[src/gf4alu_pkg.sv]
// ----------------------------------------------------------------------------
// gf4alu_pkg
// Types, command codes and mod-251 reduction helpers for the GF(251^4) unit.
// ----------------------------------------------------------------------------
package gf4alu_pkg;

	// base field prime and derived widths
	localparam int unsigned PRIME  = 251;
	localparam int unsigned COEF_W = 8;
	localparam int unsigned PROD_W = 2 * COEF_W;
	// widest unreduced sum is ten raw products; ACC_W leaves room for twenty
	localparam int unsigned ACC_W  = $clog2(20 * 255 * 255 + 1);
	localparam int unsigned LIN_W  = 10;
	localparam int unsigned MID_W  = 15;
	localparam int unsigned NCOEF  = 4;

	typedef logic [COEF_W-1:0] coef_t;
	typedef logic [PROD_W-1:0] prod_t;
	typedef logic [ACC_W-1:0]  acc_t;
	typedef logic [LIN_W-1:0]  lin_t;
	typedef logic [MID_W-1:0]  mid_t;

	// command codes
	typedef enum logic [2:0] {
		CMD_MUL   = 3'd0,
		CMD_ADD   = 3'd1,
		CMD_SUB   = 3'd2,
		CMD_SCALE = 3'd3,
		CMD_CMP   = 3'd4
	} cmd_t;

	// request payload
	typedef struct packed {
		logic [2:0] cmd;
		coef_t      a_coef0;
		coef_t      a_coef1;
		coef_t      a_coef2;
		coef_t      a_coef3;
		coef_t      b_coef0;
		coef_t      b_coef1;
		coef_t      b_coef2;
		coef_t      b_coef3;
		coef_t      scalar;
	} req_t;

	// response payload
	typedef struct packed {
		coef_t r_coef0;
		coef_t r_coef1;
		coef_t r_coef2;
		coef_t r_coef3;
		logic  equal;
	} rsp_t;

	// 8x8 unsigned product
	function automatic prod_t mul8(input coef_t x, input coef_t y);
		return PROD_W'(x) * PROD_W'(y);
	endfunction

	// 2^8 = 5 mod 251: fold the high byte back in (acc -> below 20731)
	function automatic mid_t fold_acc(input acc_t x);
		mid_t hi;
		hi = MID_W'(x[ACC_W-1:COEF_W]);
		return (hi << 2) + hi + MID_W'(x[COEF_W-1:0]);
	endfunction

	// second fold (-> below 891)
	function automatic lin_t fold_mid(input mid_t x);
		lin_t hi;
		hi = LIN_W'(x[MID_W-1:COEF_W]);
		return (hi << 2) + hi + LIN_W'(x[COEF_W-1:0]);
	endfunction

	// last fold and one conditional subtract (-> 0..250)
	function automatic coef_t fold_final(input lin_t x);
		logic [COEF_W:0] hi;
		logic [COEF_W:0] s;
		hi = (COEF_W+1)'(x[LIN_W-1:COEF_W]);
		s  = (hi << 2) + hi + (COEF_W+1)'(x[COEF_W-1:0]);
		if (s >= (COEF_W+1)'(PRIME)) begin
			s = s - (COEF_W+1)'(PRIME);
		end
		return s[COEF_W-1:0];
	endfunction

endpackage

[src/gf4_stream_if.sv]
// ----------------------------------------------------------------------------
// gf4_stream_if
// Valid/ready stream channel carrying one payload struct per transfer.
// ----------------------------------------------------------------------------
interface gf4_stream_if #(
	parameter type data_t = logic
);
	logic  valid;
	logic  ready;
	data_t data;

	modport source (output valid, output data, input ready);
	modport sink   (input valid, input data, output ready);
endinterface

[src/gf251_quartic_ext_alu_core.sv]
// ----------------------------------------------------------------------------
// gf251_quartic_ext_alu_core
// GF(251^4) tower-field ALU: multiply, add, subtract, scale and compare.
// ----------------------------------------------------------------------------
// Four-stage pipeline that takes one request per cycle unless the output
// stalls; each result passes stages 1 to 4 in order. Stage 1 forms the
// sixteen 8x8 coefficient products, the four scalar products and the
// add/subtract sums and the compare flag; stage 2 adds the products into unreduced tower
// coefficients; stages 3 and 4 fold them mod 251 (2^8 = 5) to 0..250. Stage
// 4 is the output register. A stall on the response side freezes all stages
// together, so nothing is dropped or repeated; req.ready is low only while a
// result waits in stage 4 and the response side is not ready.
module gf251_quartic_ext_alu_core
	import gf4alu_pkg::*;
(
	input logic                clk,
	input logic                arst_n,
	gf4_stream_if.sink         req,
	gf4_stream_if.source       rsp
);

	logic en;

	// stage 1 registers
	logic                       v_s1;
	logic [2:0]                 cmd_s1;
	logic                       eq_s1;
	prod_t [NCOEF-1:0][NCOEF-1:0] prod_s1;
	prod_t [NCOEF-1:0]          sprod_s1;
	lin_t  [NCOEF-1:0]          lin_s1;

	// stage 2 registers
	logic                       v_s2;
	logic                       eq_s2;
	acc_t  [NCOEF-1:0]          acc_s2;

	// stage 3 registers
	logic                       v_s3;
	logic                       eq_s3;
	lin_t  [NCOEF-1:0]          part_s3;

	// stage 4 (output) registers
	logic                       v_s4;
	rsp_t                       rsp_s4;

	coef_t [NCOEF-1:0]          a_v;
	coef_t [NCOEF-1:0]          b_v;
	acc_t  [NCOEF-1:0]          acc_d;
	coef_t [NCOEF-1:0]          r_d;

	// whole pipeline advances unless a result is held at the output
	assign en        = !v_s4 || rsp.ready;
	assign req.ready = en;
	assign rsp.valid = v_s4;
	assign rsp.data  = rsp_s4;

	assign a_v = {req.data.a_coef3, req.data.a_coef2, req.data.a_coef1, req.data.a_coef0};
	assign b_v = {req.data.b_coef3, req.data.b_coef2, req.data.b_coef1, req.data.b_coef0};

	// valid bits
	always_ff @(posedge clk or negedge arst_n) begin
		if (!arst_n) begin
			v_s1 <= 1'b0;
			v_s2 <= 1'b0;
			v_s3 <= 1'b0;
			v_s4 <= 1'b0;
		end else if (en) begin
			v_s1 <= req.valid;
			v_s2 <= v_s1;
			v_s3 <= v_s2;
			v_s4 <= v_s3;
		end
	end

	// stage 1: products, linear sums, compare
	always_ff @(posedge clk) begin
		if (en) begin
			cmd_s1 <= req.data.cmd;
			eq_s1  <= (req.data.cmd == CMD_CMP) && (a_v == b_v);
			for (int i = 0; i < NCOEF; i++) begin
				for (int j = 0; j < NCOEF; j++) begin
					prod_s1[i][j] <= mul8(a_v[i], b_v[j]);
				end
				sprod_s1[i] <= mul8(req.data.scalar, b_v[i]);
				if (req.data.cmd == CMD_ADD) begin
					lin_s1[i] <= LIN_W'(a_v[i]) + LIN_W'(b_v[i]);
				end else begin
					// a + 2p - b stays positive for any 8-bit pattern
					lin_s1[i] <= LIN_W'(a_v[i]) + LIN_W'(2 * PRIME) - LIN_W'(b_v[i]);
				end
			end
		end
	end

	// stage 2 select: unreduced tower coefficients per command
	always_comb begin
		acc_d = '0;
		case (cmd_s1)
			CMD_MUL: begin
				// r0 = c0 + l0 + 2 l1
				acc_d[0] = ACC_W'(prod_s1[0][0]) + (ACC_W'(prod_s1[1][1]) << 1)
					+ ACC_W'(prod_s1[2][2]) + (ACC_W'(prod_s1[3][3]) << 1)
					+ (ACC_W'(prod_s1[2][3]) << 1) + (ACC_W'(prod_s1[3][2]) << 1);
				// r1 = c1 + l0 + l1
				acc_d[1] = ACC_W'(prod_s1[0][1]) + ACC_W'(prod_s1[1][0])
					+ ACC_W'(prod_s1[2][2]) + (ACC_W'(prod_s1[3][3]) << 1)
					+ ACC_W'(prod_s1[2][3]) + ACC_W'(prod_s1[3][2]);
				// r2 = m0 + n0
				acc_d[2] = ACC_W'(prod_s1[0][2]) + (ACC_W'(prod_s1[1][3]) << 1)
					+ ACC_W'(prod_s1[2][0]) + (ACC_W'(prod_s1[3][1]) << 1);
				// r3 = m1 + n1
				acc_d[3] = ACC_W'(prod_s1[0][3]) + ACC_W'(prod_s1[1][2])
					+ ACC_W'(prod_s1[2][1]) + ACC_W'(prod_s1[3][0]);
			end
			CMD_ADD, CMD_SUB: begin
				for (int i = 0; i < NCOEF; i++) begin
					acc_d[i] = ACC_W'(lin_s1[i]);
				end
			end
			CMD_SCALE: begin
				for (int i = 0; i < NCOEF; i++) begin
					acc_d[i] = ACC_W'(sprod_s1[i]);
				end
			end
			default: begin
				acc_d = '0;
			end
		endcase
	end

	// stage 2 register
	always_ff @(posedge clk) begin
		if (en) begin
			acc_s2 <= acc_d;
			eq_s2  <= eq_s1;
		end
	end

	// stage 3: two folds of 2^8 = 5
	always_ff @(posedge clk) begin
		if (en) begin
			for (int i = 0; i < NCOEF; i++) begin
				part_s3[i] <= fold_mid(fold_acc(acc_s2[i]));
			end
			eq_s3 <= eq_s2;
		end
	end

	// stage 4: final fold and conditional subtract
	always_comb begin
		for (int i = 0; i < NCOEF; i++) begin
			r_d[i] = fold_final(part_s3[i]);
		end
	end

	always_ff @(posedge clk) begin
		if (en) begin
			rsp_s4.r_coef0 <= r_d[0];
			rsp_s4.r_coef1 <= r_d[1];
			rsp_s4.r_coef2 <= r_d[2];
			rsp_s4.r_coef3 <= r_d[3];
			rsp_s4.equal   <= eq_s3;
		end
	end

`ifndef SYNTH
	// every delivered coefficient is fully reduced
	a_reduced: assert property (@(posedge clk) disable iff (!arst_n)
		rsp.valid |-> (rsp.data.r_coef0 < COEF_W'(PRIME)) && (rsp.data.r_coef1 < COEF_W'(PRIME))
			&& (rsp.data.r_coef2 < COEF_W'(PRIME)) && (rsp.data.r_coef3 < COEF_W'(PRIME)))
		else $error("unreduced result coefficient");

	// a result with the equal flag set carries zero coefficients
	a_cmp_zero: assert property (@(posedge clk) disable iff (!arst_n)
		rsp.valid && rsp.data.equal |-> (rsp.data.r_coef0 == '0) && (rsp.data.r_coef1 == '0)
			&& (rsp.data.r_coef2 == '0) && (rsp.data.r_coef3 == '0))
		else $error("compare result with nonzero coefficients");

	// input side stalls only because of a held output
	a_ready: assert property (@(posedge clk) disable iff (!arst_n)
		req.ready == (!rsp.valid || rsp.ready))
		else $error("request ready does not follow output stall");

	// an accepted request is registered into stage 1 when the output is ready
	a_flow: assert property (@(posedge clk) disable iff (!arst_n)
		req.valid && req.ready && rsp.ready |=> v_s1)
		else $error("accepted request lost in stage 1");
`endif

endmodule

[src/flat_wrapper.sv]
// flat-port wrapper written by rule: the top's interface ports become plain ports
module gf251_quartic_ext_alu_core_flat import gf4alu_pkg::*;
  (clk, arst_n, req_valid, req_data, req_ready, rsp_valid, rsp_data, rsp_ready);
  gf4_stream_if #(.data_t(req_t)) req_i ();
  gf4_stream_if #(.data_t(rsp_t)) rsp_i ();
  input logic clk;
  input logic arst_n;
  input wire logic [$bits(req_i.valid)-1:0] req_valid;
  input wire logic [$bits(req_i.data)-1:0] req_data;
  output wire logic [$bits(req_i.ready)-1:0] req_ready;
  output wire logic [$bits(rsp_i.valid)-1:0] rsp_valid;
  output wire logic [$bits(rsp_i.data)-1:0] rsp_data;
  input wire logic [$bits(rsp_i.ready)-1:0] rsp_ready;
  assign req_i.valid = req_valid;
  assign req_i.data = req_data;
  assign req_ready = req_i.ready;
  assign rsp_valid = rsp_i.valid;
  assign rsp_data = rsp_i.data;
  assign rsp_i.ready = rsp_ready;
  gf251_quartic_ext_alu_core u_core (.clk(clk), .arst_n(arst_n), .req(req_i), .rsp(rsp_i));
endmodule
[config.mk]
export PLATFORM = sky130hd
export DESIGN_NAME = gf251_quartic_ext_alu_core_flat
export DESIGN_NICKNAME = d
export VERILOG_FILES = /design/src/gf4alu_pkg.sv /design/src/gf4_stream_if.sv /design/src/gf251_quartic_ext_alu_core.sv /design/src/flat_wrapper.sv
export SDC_FILE = /design/constraint.sdc
export NUM_CORES = 2
export LEC_CHECK = 0
export BUFFER_PORTS_ARGS = -buffer_cell sky130_fd_sc_hd__buf_2
export CAP_MARGIN = 20
export CORE_MARGIN = 1.5
export CORE_UTILIZATION = 53
export CTS_CLUSTER_SIZE = 40
export DETAILED_ROUTE_END_ITERATION = 7
export PLACE_DENSITY = 0.68
export SLEW_MARGIN = 20
export SYNTH_ARGS = -nofsm -noshare
export SYNTH_HDL_FRONTEND = slang
export SYNTH_SLANG_ARGS = --single-unit
[constraint.sdc]
create_clock -name clk -period 30.9 [get_ports clk]
set_input_delay 3.09 -clock clk [delete_from_list [all_inputs] [get_ports clk]]
set_output_delay 3.09 -clock clk [all_outputs]
set_load 0.1 [all_outputs]
## Yosys cells after proc, flatten, opt, wreduce, memory -nomap -nowiden

Cells that the tools add are included.

- Register bits after elaboration: 527
- Bits in latches: 0
- Memory bits (writable): 0
- Memory bits (read-only): 0
- Input port bits: 79
- Output and inout port bits: 35
- Word-level logic and storage cells: 145
- Memories: 0

- Add/sub/neg operators: 56
- Multipliers: 20
- Div/mod/pow operators: 0
- Magnitude comparators: 4
- Eq/ne operators: 6
- Shift operators: 0
- Multiplexer cells: 9
- Bitwise operators: 0
- Reduce and logical (&&, ||, !) cells: 5

Operator list:

| operator | number |
|---|---|
| 8-bit by 8-bit multiplier with 16-bit output | 20 |
| 84-bit case mux with 3 select lines | 1 |
| 21-bit by 16-bit adder with 21-bit output | 7 |
| 21-bit by 17-bit adder with 21-bit output | 5 |
| 15-bit by 13-bit adder with 15-bit output | 4 |
| 15-bit by 8-bit adder with 15-bit output | 4 |
| 10-bit by 8-bit adder with 10-bit output | 4 |
| 8-bit by 9-bit adder with 10-bit output, second input constant | 4 |
| 9-bit by 7-bit adder with 10-bit output | 4 |
| 10-bit two-way mux | 4 |
| 10-bit by 8-bit subtractor with 10-bit output | 4 |
| 16-bit by 17-bit adder with 18-bit output | 2 |
| 5-bit by 8-bit adder with 9-bit output | 4 |
| 8-bit by 8-bit adder with 9-bit output | 4 |
| 9-bit by 8-bit greater-or-equal comparator with 1-bit output, second input constant | 4 |
| 16-bit by 16-bit adder with 17-bit output | 2 |
| 32-bit == test | 1 |
| 8-bit two-way mux | 4 |
| 8-bit subtractor, second input constant | 4 |
| 4-bit by 2-bit adder with 5-bit output | 4 |
| 3-bit by 1-bit == test with 1-bit output, second input constant | 2 |
| 3-bit by 2-bit == test with 1-bit output, second input constant | 2 |
| 3-bit == test, second input constant | 1 |
| 3-bit logical NOT | 1 |
| other kinds (4) | 4 |

## Logic depth before layout (Yosys ltp)

- Depth in word-level cells: 6
- Depth in mapped cells: 22

## Worst setup path before layout

OpenSTA, ideal clock, no wires.

- Kind: input port to output port
- Start: input rsp_ready
- End: output req_ready
- Arrival time: 16.143 ns
- Setup slack: 11.667 ns
- Stages on the path: 1
- Path through: nand2b_1

- Cells in the longest elaborated chain, start to end: 1

Ends and longest elaborated chain:

| what | RTL line | text |
|---|---|---|
| start: declaration | flat_wrapper.sv:13 | `input wire logic [$bits(rsp_i.ready)-1:0] rsp_ready;` |
| 1-bit logical OR | gf251_quartic_ext_alu_core.sv:52 | `assign en = !v_s4 \|\| rsp.ready;` |
| end: declaration | flat_wrapper.sv:10 | `output wire logic [$bits(req_i.ready)-1:0] req_ready;` |

No other way between the ends.

## Worst setup path in the final report

- Start: input req_data[35]
- End: register u_core.prod_s1[207] (netlist bit), data pin

- Cells in the longest elaborated chain, start to end: 1

Ends and longest elaborated chain:

| what | RTL line | text |
|---|---|---|
| start: declaration | flat_wrapper.sv:9 | `input wire logic [$bits(req_i.data)-1:0] req_data;` |
| 8-bit by 8-bit multiplier with 16-bit output | gf4alu_pkg.sv:57 | `return PROD_W'(x) * PROD_W'(y);` |
| end signal: indexed assignment | gf251_quartic_ext_alu_core.sv:82 | `prod_s1[i][j] <= mul8(a_v[i], b_v[j]);` |
| end: declaration | gf251_quartic_ext_alu_core.sv:28 | `prod_t [NCOEF-1:0][NCOEF-1:0] prod_s1;` |

No other way between the ends.
A chain may end at the register's enable or synchronous reset.

==> flow_summary.json <==
{
  "fin_worst_skew_ns": 0.0288,
  "setup-tns-final_ns": 0,
  "post-route-cell-area_um2": 80500,
  "dp_hpwl_mm": 162,
  "cts_resized": 0,
  "netlist_instances": 7986,
  "critPathMaxStageDelay_ns": 1.08,
  "syn2layout_area_growth_pct": 6.20,
  "fin_ws_ns": 22.50,
  "run_status": "completed",
  "post-synth-top-area-cell": "fa_1",
  "portBuffers": 113,
  "drt_iter0_drc": 4414,
  "fp-row-count": 138,
  "cts_inserted_buffers": 68,
  "ctsHoldBuffers": 0,
  "clock-root-buffer": "clkbuf_16",
  "synth.top_cell.area_share": 0.241,
  "cts_tree": "built",
  "max_slew.worst_pin.slew_ns": 1.30,
  "die_area_um2": 145000,
  "path_cells": "buf_2 -> buf_4 -> clkinv_1 -> nor2_1 -> fa_1 -> inv_1 -> fa_1 -> inv_1 -> fa_1 -> fa_1 -> ha_1 -> o21a_1 -> o31a_1 -> o211ai_1 -> a21oi_1 -> a2111oi_2 -> a21oi_1 -> xnor2_1",
  "die_x_um": 381,
  "grt_pass1_vias": 57900,
  "critPathKind": "primary input to flop",
  "die_h_um": 381,
  "crit_path_max_fanout": 24,
  "synthFlopType": "edfxtp_1",
  "yosysSeqAreaShare": 0.205,
  "fmax_mhz": 119,
  "clk_pin_slew_ns": 0.06,
  "viasPerCell": 5.69,
  "period_share": 0.272,
  "ys_top_cells_by_area": "fa_1 (24%), edfxtp_1 (20%), ha_1 (18%), inv_1 (7.0%), and2_1 (4.8%)",
  "htreeDepth": 3,
  "crit_path_top_delay_cell": "clkinv_1",
  "boundaryPins": 114,
  "required_ns": 31.31,
  "path_common_cell": "fa_1",
  "setup_viol": 0,
  "antenna_found_initial": 20,
  "synth_edf_count": 515,
  "max-cap-violations": 0,
  "place_inst": 9786,
  "worstPathArrival_ns": 8.80,
  "top_layer_used": "met5",
  "avgSynthCellArea_um2": 9.50,
  "route.met2.wl_mm": 95.5,
  "netlist_area_um2": 75800,
  "grt_pass1_wl_mm": 327,
  "met1_length_mm": 88.3,
  "cts.sinks": 519,
  "drc": 0,
  "wl_per_cell_um": 21.2,
  "placed_area_um2": 78300,
  "wl_mm": 211,
  "synthesis.nets": 10100,
  "cp-end-kind": "flop",
  "hold_path.class": "flop to flop",
  "drive_gt1_frac": 0.0449,
  "ys_warn_count": 0,
  "dp_slack_ns": 21.99,
  "synthDistinctLibCells": 92,
  "r2r_setup_slack_ns": 24.89,
  "drv_slew": 0,
  "grt_start_max_net_pins": 158,
  "final_cell_mix": "inv_1 (1417), ha_1 (1081), fa_1 (913), nand2_1 (744), and2_1 (580)",
  "final_common_cell": "inv_1",
  "antenna_left": 0,
  "place_congestion": 0.935,
  "rsz0062_at_grt": "false",
  "grt_use_total": 0.293,
  "fin_crit_ns": 8.40,
  "finalNonFillerCells": 9920,
  "ys_ff_latch": 519,
  "dr.pass1.iters": 8,
  "core_um2": 142000,
  "finalNetCount": 10000,
  "cp-start-kind": "primary input",
  "gr-total-overflow": 0,
  "clock_latency_ns": 0.67,
  "hold_viol": 0,
  "vias": 56400,
  "synth-async-reset-ratio": 0.00771,
  "cts_buffer_depth": 3,
  "met3WireLength_mm": 18.4,
  "start_util": 0.535,
  "slew_headroom": 0.125,
  "post-cts-setup-buffers": 0
}
[layer usage]
metal | global-route usage | vias up
met2 | 0.470 | 2050
met1 | 0.394 | 28000
met5 | 0 | -
li1 | - | 25900
met3 | 0.0550 | 451
met4 | 0.109 | 22
[worst max-delay path: cells and delay by family]
family	cells	cell delay (ns)
xor+xnor	1	0.16
buf+inv	5	1.70
fa+ha+maj	5	2.04
simple gates	1	0.45
compound gates	6	1.31
[state kept, by name, summed over array words and instances, names as in the netlist, 3 cells and up]
name	count
u_core.cmd_s1	3
u_core.rsp.data	33
u_core.acc_s2	77
u_core.part_s3	39
u_core.lin_s1	40
u_core.sprod_s1	64
u_core.prod_s1	256
[cell type report]
| class | count | area, um2 |
|---|---|---|
| fillers | 12300 | 61200 |
| multi-input cells | 5759 | 53900 |
| flip-flops and latches | 519 | 15600 |
| inverters | 1441 | 5410 |
| well taps | 1890 | 2360 |
| clock buffers | 78 | 1740 |
| repair buffers | 177 | 1060 |
| clock inverters | 47 | 503 |
| diodes | 9 | 22.5 |
[through the flow]
| stage | hold WS (ns) | util |
|---|---|---|
| after global placement | 0.405 | 0.552 |
| after CTS | 0.420 | 0.568 |
| after floorplan | 0.400 | - |
| after detailed placement | 0.405 | 0.552 |
| after global routing | 0.425 | 0.568 |
| final | 0.421 | 0.568 |
[cells in the mapped netlist, types with 20 or more instances]
library cell and count:
o21bai_1 28, or3_1 38, o21ai_0 191, clkbuf_1 255
a211oi_1 51, o21ai_1 20, clkinv_1 22, xnor2_1 307
nor4_1 23, a21o_1 73, nor2b_1 74, nor3_1 81
o21a_1 85, fa_1 913, o211ai_1 36, a21oi_1 356
inv_1 1417, and3_1 43, nand2_1 744, nor2_1 450
xor2_1 118, edfxtp_1 515, nand2b_1 55, nand3_1 69
ha_1 1081, mux2i_1 28, and2_1 580
[final timing paths]
check                      cells after the start                               to                    startpoint
max                                           18    u_core.prod_s1[207]$_DFFE_PP_                  req_data[35]
min                                            0           u_core.eq_s3$_DFFE_PP_        u_core.eq_s2$_DFFE_PP_
max reg2reg                                   21  u_core.acc_s2[39]$_SDFFCE_PN0P_  u_core.prod_s1[16]$_DFFE_PP_
min reg2reg                                    0           u_core.eq_s3$_DFFE_PP_        u_core.eq_s2$_DFFE_PP_
max in group asynchronous                      1     u_core.rsp.valid$_DFFE_PN0P_                        arst_n
min in group asynchronous                      1          u_core.v_s1$_DFFE_PN0P_                        arst_n
[cell families after synthesis]
kind of cell / synth area share
and+or+nand+nor: 0.144
adders and majority gates: 0.419
buffers and inverters: 0.0845
AOI/OAI and AO/OA: 0.0925
DFF: 0.205
xor gates and xnor gates: 0.0491
muxes: 0.00563
Power is left out: the tool's default activity adds up to more than one toggle a clock period on the data nets, which glitch-free logic cannot reach.
